**src/rtl/core/sbd_pkg.sv**
```systemverilog
// ----------------------------------------------------------------------------
// sbd_pkg
// shared types and constants for the distance sorter
// ----------------------------------------------------------------------------
package sbd_pkg;

   localparam int SBD_MAX_NODES = 64;
   localparam int ID_W          = 8;
   localparam int DIST_W        = 8;

   typedef struct packed {
      logic [DIST_W-1:0] distance;
      logic [ID_W-1:0]   id;
   } entry_type;

   typedef struct packed {
      logic [ID_W-1:0] id;
      logic            last;
   } emit_type;

   typedef enum logic [1:0] {
      ST_LOAD,
      ST_SCAN,
      ST_DRAIN,
      ST_EMIT
   } state_type;

endpackage

```
**src/rtl/core/sbd_store.sv**
```systemverilog
// ----------------------------------------------------------------------------
// sbd_store
// entry memory, one write and one registered read port
// ----------------------------------------------------------------------------
module sbd_store
   import sbd_pkg::*;
#(
   parameter int DEPTH = SBD_MAX_NODES,
   parameter int AW    = 6
) (
   input  logic            clock,
   input  logic            mem_we,
   input  logic [AW-1:0]   mem_waddr,
   input  entry_type       mem_wdata,
   input  logic            mem_re,
   input  logic [AW-1:0]   mem_raddr,
   output entry_type       mem_rdata
);

   entry_type store_ff [DEPTH];
   entry_type rdata_ff;

   always_ff @(posedge clock) begin
      if (mem_we) begin
         store_ff[mem_waddr] <= mem_wdata;
      end
      if (mem_re) begin
         rdata_ff <= store_ff[mem_raddr];
      end
   end

   assign mem_rdata = rdata_ff;

endmodule

```
**src/rtl/core/sbd_sort.sv**
```systemverilog
// ----------------------------------------------------------------------------
// sbd_sort
// list loading and selection sort sequencer over the entry memory
// ----------------------------------------------------------------------------
module sbd_sort
   import sbd_pkg::*;
#(
   parameter int MAX_NODES = SBD_MAX_NODES,
   parameter int AW        = 6,
   parameter int CW        = 7
) (
   input  logic               clock,
   input  logic               reset,
   input  logic               req_valid,
   output logic               req_stall,
   input  logic [ID_W-1:0]    req_node_id,
   input  logic [DIST_W-1:0]  req_distance,
   input  logic               req_last_in,
   output logic               mem_we,
   output logic [AW-1:0]      mem_waddr,
   output entry_type          mem_wdata,
   output logic               mem_re,
   output logic [AW-1:0]      mem_raddr,
   input  entry_type          mem_rdata,
   output logic               emit_valid,
   input  logic               emit_ready,
   output emit_type           emit
);

   state_type        state_ff, state_in;
   logic [AW-1:0]    i_ff, i_in;
   logic [AW-1:0]    j_ff, j_in;
   logic [CW-1:0]    count_ff, count_in;
   logic             rd_pend_ff, rd_pend_in;
   logic [AW-1:0]    rd_idx_ff, rd_idx_in;
   entry_type        best_ff, best_in;
   logic [AW-1:0]    best_idx_ff, best_idx_in;
   entry_type        head_ff, head_in;
   logic             pass_last;

   always_ff @(posedge clock) begin
      if (reset) begin
         state_ff   <= ST_LOAD;
         count_ff   <= '0;
         rd_pend_ff <= 1'b0;
      end else begin
         state_ff   <= state_in;
         count_ff   <= count_in;
         rd_pend_ff <= rd_pend_in;
      end
      i_ff        <= i_in;
      j_ff        <= j_in;
      rd_idx_ff   <= rd_idx_in;
      best_ff     <= best_in;
      best_idx_ff <= best_idx_in;
      head_ff     <= head_in;
   end

   // running minimum, first strict minimum wins
   always_comb begin
      best_in     = best_ff;
      best_idx_in = best_idx_ff;
      head_in     = head_ff;
      if (rd_pend_ff) begin
         if (rd_idx_ff == i_ff) begin
            best_in     = mem_rdata;
            best_idx_in = i_ff;
            head_in     = mem_rdata;
         end else if (mem_rdata.distance < best_ff.distance) begin
            best_in     = mem_rdata;
            best_idx_in = rd_idx_ff;
         end
      end
   end

   assign pass_last = ((CW'(i_ff) + CW'(1)) == count_ff);

   always_comb begin
      state_in   = state_ff;
      i_in       = i_ff;
      j_in       = j_ff;
      count_in   = count_ff;
      rd_pend_in = 1'b0;
      rd_idx_in  = j_ff;
      mem_we     = 1'b0;
      mem_waddr  = best_idx_ff;
      mem_wdata  = head_ff;
      mem_re     = 1'b0;
      mem_raddr  = j_ff;
      emit_valid = 1'b0;
      emit.id    = best_ff.id;
      emit.last  = pass_last;
      req_stall  = 1'b1;
      case (state_ff)
         ST_LOAD: begin
            req_stall = 1'b0;
            if (req_valid) begin
               if (count_ff < CW'(MAX_NODES)) begin
                  mem_we             = 1'b1;
                  mem_waddr          = count_ff[AW-1:0];
                  mem_wdata.distance = req_distance;
                  mem_wdata.id       = req_node_id;
                  count_in           = count_ff + CW'(1);
               end
               if (req_last_in) begin
                  state_in = ST_SCAN;
                  i_in     = '0;
                  j_in     = '0;
               end
            end
         end
         ST_SCAN: begin
            mem_re     = 1'b1;
            rd_pend_in = 1'b1;
            if ((CW'(j_ff) + CW'(1)) == count_ff) begin
               state_in = ST_DRAIN;
            end else begin
               j_in = j_ff + AW'(1);
            end
         end
         ST_DRAIN: begin
            state_in = ST_EMIT;
         end
         ST_EMIT: begin
            emit_valid = 1'b1;
            if (emit_ready) begin
               // swap: old head moves to where the minimum was
               mem_we = 1'b1;
               if (pass_last) begin
                  state_in = ST_LOAD;
                  count_in = '0;
               end else begin
                  i_in     = i_ff + AW'(1);
                  j_in     = i_ff + AW'(1);
                  state_in = ST_SCAN;
               end
            end
         end
         default: begin
            state_in = ST_LOAD;
         end
      endcase
   end

endmodule

```
**src/rtl/core/selection_sort_by_distance_top.sv**
```systemverilog
// ----------------------------------------------------------------------------
// selection_sort_by_distance_top
// sorts a list of node ids by ascending distance, selection sort in memory
// ----------------------------------------------------------------------------
// usage:
//   req_ transfers load one node (id, distance) per cycle into the entry
//   memory while req_stall is low; nodes beyond MAX_NODES are dropped. the
//   transfer with req_last_in closes the list and starts the sort; req_stall
//   stays high from then until the last sorted id has been handed to the
//   output stage. pass i scans entries i..n-1 through the single read port:
//   it reads each entry in turn, waits out the read latency in a drain
//   state, then writes the swap back and loads the output register with the
//   pass minimum. a list of n entries thus gives its ids one per pass. the
//   write of each swap happens in the emit state before the next pass reads,
//   so reads never meet a pending write.
//   rsp_ holds a registered result; while rsp_stall is high it holds and
//   the sequencer waits at the end of its pass.
//   reset (synchronous) empties the list and the output register; memory
//   contents are not cleared.
// ----------------------------------------------------------------------------
module selection_sort_by_distance_top
   import sbd_pkg::*;
#(
   parameter int MAX_NODES = SBD_MAX_NODES
) (
   input  logic               clock,
   input  logic               reset,
   input  logic               req_valid,
   output logic               req_stall,
   input  logic [ID_W-1:0]    req_node_id,
   input  logic [DIST_W-1:0]  req_distance,
   input  logic               req_last_in,
   output logic               rsp_valid,
   input  logic               rsp_stall,
   output logic [ID_W-1:0]    rsp_sorted_id,
   output logic               rsp_last_out
);

   localparam int AW = (MAX_NODES > 1) ? $clog2(MAX_NODES) : 1;
   localparam int CW = $clog2(MAX_NODES + 1);

   logic            mem_we;
   logic [AW-1:0]   mem_waddr;
   entry_type       mem_wdata;
   logic            mem_re;
   logic [AW-1:0]   mem_raddr;
   entry_type       mem_rdata;
   logic            emit_valid;
   logic            emit_ready;
   emit_type        emit;

   logic            rsp_valid_ff, rsp_valid_in;
   emit_type        rsp_data_ff, rsp_data_in;

   sbd_store #(
      .DEPTH (MAX_NODES),
      .AW    (AW)
   ) u_store (
      .clock     (clock),
      .mem_we    (mem_we),
      .mem_waddr (mem_waddr),
      .mem_wdata (mem_wdata),
      .mem_re    (mem_re),
      .mem_raddr (mem_raddr),
      .mem_rdata (mem_rdata)
   );

   sbd_sort #(
      .MAX_NODES (MAX_NODES),
      .AW        (AW),
      .CW        (CW)
   ) u_sort (
      .clock        (clock),
      .reset        (reset),
      .req_valid    (req_valid),
      .req_stall    (req_stall),
      .req_node_id  (req_node_id),
      .req_distance (req_distance),
      .req_last_in  (req_last_in),
      .mem_we       (mem_we),
      .mem_waddr    (mem_waddr),
      .mem_wdata    (mem_wdata),
      .mem_re       (mem_re),
      .mem_raddr    (mem_raddr),
      .mem_rdata    (mem_rdata),
      .emit_valid   (emit_valid),
      .emit_ready   (emit_ready),
      .emit         (emit)
   );

   // output register
   assign emit_ready = !rsp_valid_ff || !rsp_stall;

   always_comb begin
      rsp_valid_in = rsp_valid_ff;
      rsp_data_in  = rsp_data_ff;
      if (emit_valid && emit_ready) begin
         rsp_valid_in = 1'b1;
         rsp_data_in  = emit;
      end else if (!rsp_stall) begin
         rsp_valid_in = 1'b0;
      end
   end

   always_ff @(posedge clock) begin
      if (reset) begin
         rsp_valid_ff <= 1'b0;
      end else begin
         rsp_valid_ff <= rsp_valid_in;
      end
      rsp_data_ff <= rsp_data_in;
   end

   assign rsp_valid     = rsp_valid_ff;
   assign rsp_sorted_id = rsp_data_ff.id;
   assign rsp_last_out  = rsp_data_ff.last;

   // no input transfer while the sorter hands out a result
   a_no_load_while_emit: assert property (@(posedge clock) disable iff (reset)
      emit_valid |-> req_stall)
      else $error("input accepted while sorting");

   // a swap write never lands on the entry being read
   a_no_rw_overlap: assert property (@(posedge clock) disable iff (reset)
      mem_we && mem_re |-> mem_waddr != mem_raddr)
      else $error("read and write to the same entry");

   // once the final id is handed out the list is reopened
   a_open_after_last: assert property (@(posedge clock) disable iff (reset)
      emit_valid && emit_ready && emit.last |=> !req_stall)
      else $error("list not reopened after final id");

   // results only come out of a pass end with room in the output stage
   a_emit_into_room: assert property (@(posedge clock) disable iff (reset)
      emit_valid && emit_ready |=> rsp_valid && rsp_sorted_id == $past(emit.id))
      else $error("sorted id lost at output stage");

endmodule
```
**config.mk**
```make
export PLATFORM = sky130hd
export DESIGN_NAME = selection_sort_by_distance_top
export DESIGN_NICKNAME = d
export VERILOG_FILES = /design/src/rtl/core/sbd_pkg.sv /design/src/rtl/core/sbd_store.sv /design/src/rtl/core/sbd_sort.sv /design/src/rtl/core/selection_sort_by_distance_top.sv
export SDC_FILE = /design/constraint.sdc
export NUM_CORES = 1
export LEC_CHECK = 0
export ABC_AREA = 1
export BUFFER_PORTS_ARGS = -buffer_cell sky130_fd_sc_hd__buf_4
export CORE_UTILIZATION = 45
export DETAILED_ROUTE_END_ITERATION = 8
export PLACE_DENSITY = 0.59
export SLEW_MARGIN = 20
export SYNTH_ARGS = -nofsm -noshare
export SYNTH_HDL_FRONTEND = slang
export SYNTH_SLANG_ARGS = --single-unit
```
**constraint.sdc**
```tcl
create_clock -name clock -period 3.05 [get_ports clock]
set_input_delay 0.305 -clock clock [delete_from_list [all_inputs] [get_ports clock]]
set_output_delay 0.305 -clock clock [all_outputs]
set_load 0.02 [all_outputs]
```
==> flow_metrics.tcl <==
set metrics [dict create \
    std_cell_rows 114 \
    violations "DRC" \
    hold_viol 0 \
    cp.arrival_ns 3.30 \
    fp.dieW_um 315 \
    drv_slew 0 \
    place_congestion 0.940 \
    cts_buffers 113 \
    hold_path_class "in -> reg" \
    setup_viol 0 \
    tightest_slew_ns 1.00 \
    drc 14 \
    powerDensity_nw_per_um2 1010 \
    clock_sinks 1116 \
    r2r_cells 8 \
    place_area_um2 47000 \
    p_leak_nw 16.6 \
    crit_fanout 9 \
    outcome "finished with violations" \
    grt_pass1_vias 27600 \
    drtAntennaViolNets 0 \
    hold_buffers 2 \
    num-nets-final 3516 \
    synth_edf_count 1099 \
    async_reset_ff_share_pct 0 \
    synth.area.top_cells "edfxtp_1 75%, o21ai_0 5.9%, nor2_1 5.5%, nand2_1 2.3%, o22ai_1 2.1%" \
    fin_crit_ns 2.85 \
    wirelength_um 127000 \
    timing.final.crit_share_pct 93.6 \
    cp.required_ns 3.50 \
    max_stage_delay_ns 0.60 \
    pin_count 32 \
    min_from "req_last_in" \
    critical_path.cell_chain "inv_2 > buf_12 > buf_4 > o221ai_1 > nand3_1 > nand4_1 > nand3_1 > nand2_1" \
    initial_core_util_pct 45.6 \
    fin_area_um2 50600 \
    cap_viol_max_count 0 \
    io_buffers 31 \
    syn_to_final_growth_pct 14.6 \
    antenna_found_initial 0 \
    rrSetupSlack_ns 0.20 \
    r2r_start "u_sort.mem_raddr[2]" \
    netlist.area_leader.share_pct 74.8 \
    ys_seq_area_share_pct 75.5 \
    cts_max_level 3 \
    fmax_mhz 350 \
    cts_buffer_depth 3 \
    drt_iter0_markers 3990 \
    end_kind "flop" \
    tns_ns 0 \
    hold_path_depth 5 \
    grt_overflow 0 \
    avgSynthCellArea_um2 13.1 \
    syn_nets 3407 \
    fin_skew_ns 0.0248 \
    yosysUniqueCellTypes 37 \
    synth_seq_cells 1116 \
    timing.rr.end "u_store.mem_rdata[14]" \
    path_clk_slew_ns 0.06 \
    grt_max_degree 75 \
    timing.critical_path.buf_inv 3 \
    insertion_delay_ns 0.69 \
    synth_warnings 0 \
    grt_first_pass_wirelength_um 185000 \
    relSlewSlack_pct 32.9 \
    globalRouteTotalUtil_pct 25.5 \
    start_kind "flop" \
    synth_top_cell_by_area "edfxtp_1" \
    wl_per_cell_um 26.1 \
    drive_gt1_share_pct 11.7 \
    syn_inst 3372 \
    finalPower_mw 51.0 \
    dp_hpwl_um 76500 \
    synth_area_um2 44100 \
    post_cts_resized 0 \
    max-vdd-ir-drop_mv 0.758 \
    root_buffer "clkbuf_16" \
    synth_ff_type "edfxtp_1" \
    rsz0062_at_grt "false" \
    hold_path_end "u_sort.state_ff[0]" \
    via_count 28900 \
    worstSetupPathType "reg -> reg" \
    cts_tree "done" \
    cpMostUsedCell "nand3_1" \
    via_per_inst 5.95 \
    critical-path-top-delay-family "buffers and inverters" \
    post_cts_buffers 0 \
    dieArea_um2 99300 \
    core-area_um2 96900 \
    first_pass_iters 8 \
    fp.dieH_um 315 \
    slowest_stage "edfxtp_1" \
]
power breakdown:
part	internal, mW	switching [mW]
logic	4.73	13.1
registers	19.1	0.495
clock network	7.74	5.82
stage by stage:
| step | instances | hold slack, ns | utilization [%] | worst slack [ns] |
|---|---|---|---|---|
| final | 4856 | 0.199 | 52.2 | 0.196 |
| after CTS | 4854 | 0.148 | 52.2 | 0.261 |
| after floorplan | 3372 | 0.343 | - | 0.350 |
| after detailed placement | 4640 | 0.405 | 48.5 | 0.276 |
| after global routing | 4854 | 0.203 | 52.2 | 0.0337 |
| after global placement | 4640 | 0.401 | 48.5 | 0.270 |
sequential cells by signal, indices dropped and copies added, names as in the netlist:
register and cells:
u_sort.i_ff 6, u_sort.head_ff 16, rsp_last_out 1, u_sort.emit 8
u_sort.state_ff 2, u_sort.mem_raddr 6, u_sort.best_idx_ff 6, u_sort.best_ff 8
u_store.store_ff 1024, rsp_sorted_id 8, u_sort.rd_pend_ff 1, u_sort.rd_idx_ff 6
u_store.mem_rdata 16, u_sort.count_ff 7, rsp_valid 1
placed cells by master (no fill, tap or decap), types with 2 or more instances in the layout:
cell type / synthesis / routed
clkinvlp_4: 0 / 3
clkinv_1: 1 / 31
buf_4: 8 / 180
inv_2: 9 / 10
edfxtp_1: 1099 / 1099
dlygate4sd3_1: 0 / 2
inv_1: 51 / 48
nor2_2: 2 / 2
a21oi_1: 27 / 26
clkbuf_16: 0 / 116
diode_2: 0 / 2
o21ai_1: 5 / 5
nand2_2: 2 / 18
xnor2_1: 2 / 2
nand4_1: 53 / 53
o221ai_1: 91 / 91
o22ai_1: 148 / 148
dfxtp_1: 17 / 17
nor2_4: 2 / 3
buf_12: 0 / 38
nand2_1: 267 / 251
nand3_2: 4 / 4
o21ai_0: 522 / 522
or2_1: 5 / 5
nor2_1: 645 / 644
xor2_1: 4 / 4
ha_1: 14 / 14
nand3_1: 126 / 126
clkbuf_1: 156 / 29
bufinv_16: 0 / 9
o21ai_2: 3 / 3
o211ai_1: 38 / 38
clkinv_2: 0 / 19
inv_6: 0 / 3
cells by family after synthesis:
kind of cell	after synthesis	synth area share, %
buffers and inverters	287	2.64
AND/OR/NAND/NOR	1109	10.3
AO/OA/AOI/OAI	840	11.0
XOR/XNOR	6	0.119
adder cells (fa/ha/maj)	14	0.397
flip-flops	1116	75.5
layer usage:
layer | vias to the layer above | GRT usage (%) | part of all wire, %
li1 | 12800 | - | -
met1 | 14400 | 35.6 | 41
met2 | 1458 | 39.7 | 46
met5 | - | 0 | 0
met4 | 0 | 9.47 | 3.6
met3 | 223 | 4.76 | 8.5
tightest hold or removal path, delay by kind of cell:
kind	cells	cell delay, ns
AND/OR/NAND/NOR	2	0.19
AO/OA/AOI/OAI	2	0.24
buffers and inverters	1	0.11
cell type report:
class                           count  area [µm²]
Antenna cell                        2        5.00
Clock buffer                      146        3030
Clock inverter                     66         577
Fill cell                        8063       46300
Inverter                           61         241
Multi-Input combinational cell   1969        9680
Sequential cell                  1116       33300
Tap cell                         1276        1600
Timing Repair Buffer              220        2130
worst max path at each step:
stage,end,cells past startpoint,start,slack [ns]
after global placement,u_store.mem_rdata[14],8,u_sort.mem_raddr[2],0.27
after CTS,u_store.mem_rdata[14],8,u_sort.mem_raddr[0],0.26
final,u_store.mem_rdata[14],8,u_sort.mem_raddr[2],0.20
after detailed placement,u_store.mem_rdata[14],8,u_sort.mem_raddr[2],0.28
after floorplan,u_store.store_ff[0][0],11,u_sort.state_ff[0],0.35
after global routing,u_store.store_ff[50][7],10,u_sort.state_ff[1],0.03
cell usage after synthesis, types with 2 or more instances:
library cell,n
nand3_1,126
dfxtp_1,17
o21ai_1,5
o211ai_1,38
a21oi_1,27
o221ai_1,91
inv_2,9
xor2_1,4
ha_1,14
nand2_1,267
buf_4,8
nand3_2,4
xnor2_1,2
o21ai_0,522
nand2_2,2
inv_1,51
o21ai_2,3
buf_2,46
buf_1,16
clkbuf_1,156
edfxtp_1,1099
o22ai_1,148
or2_1,5
nand4_1,53
nor2_4,2
nor2_1,645
nor2_2,2
No activity file was read; power rests on OpenSTA's default activity.
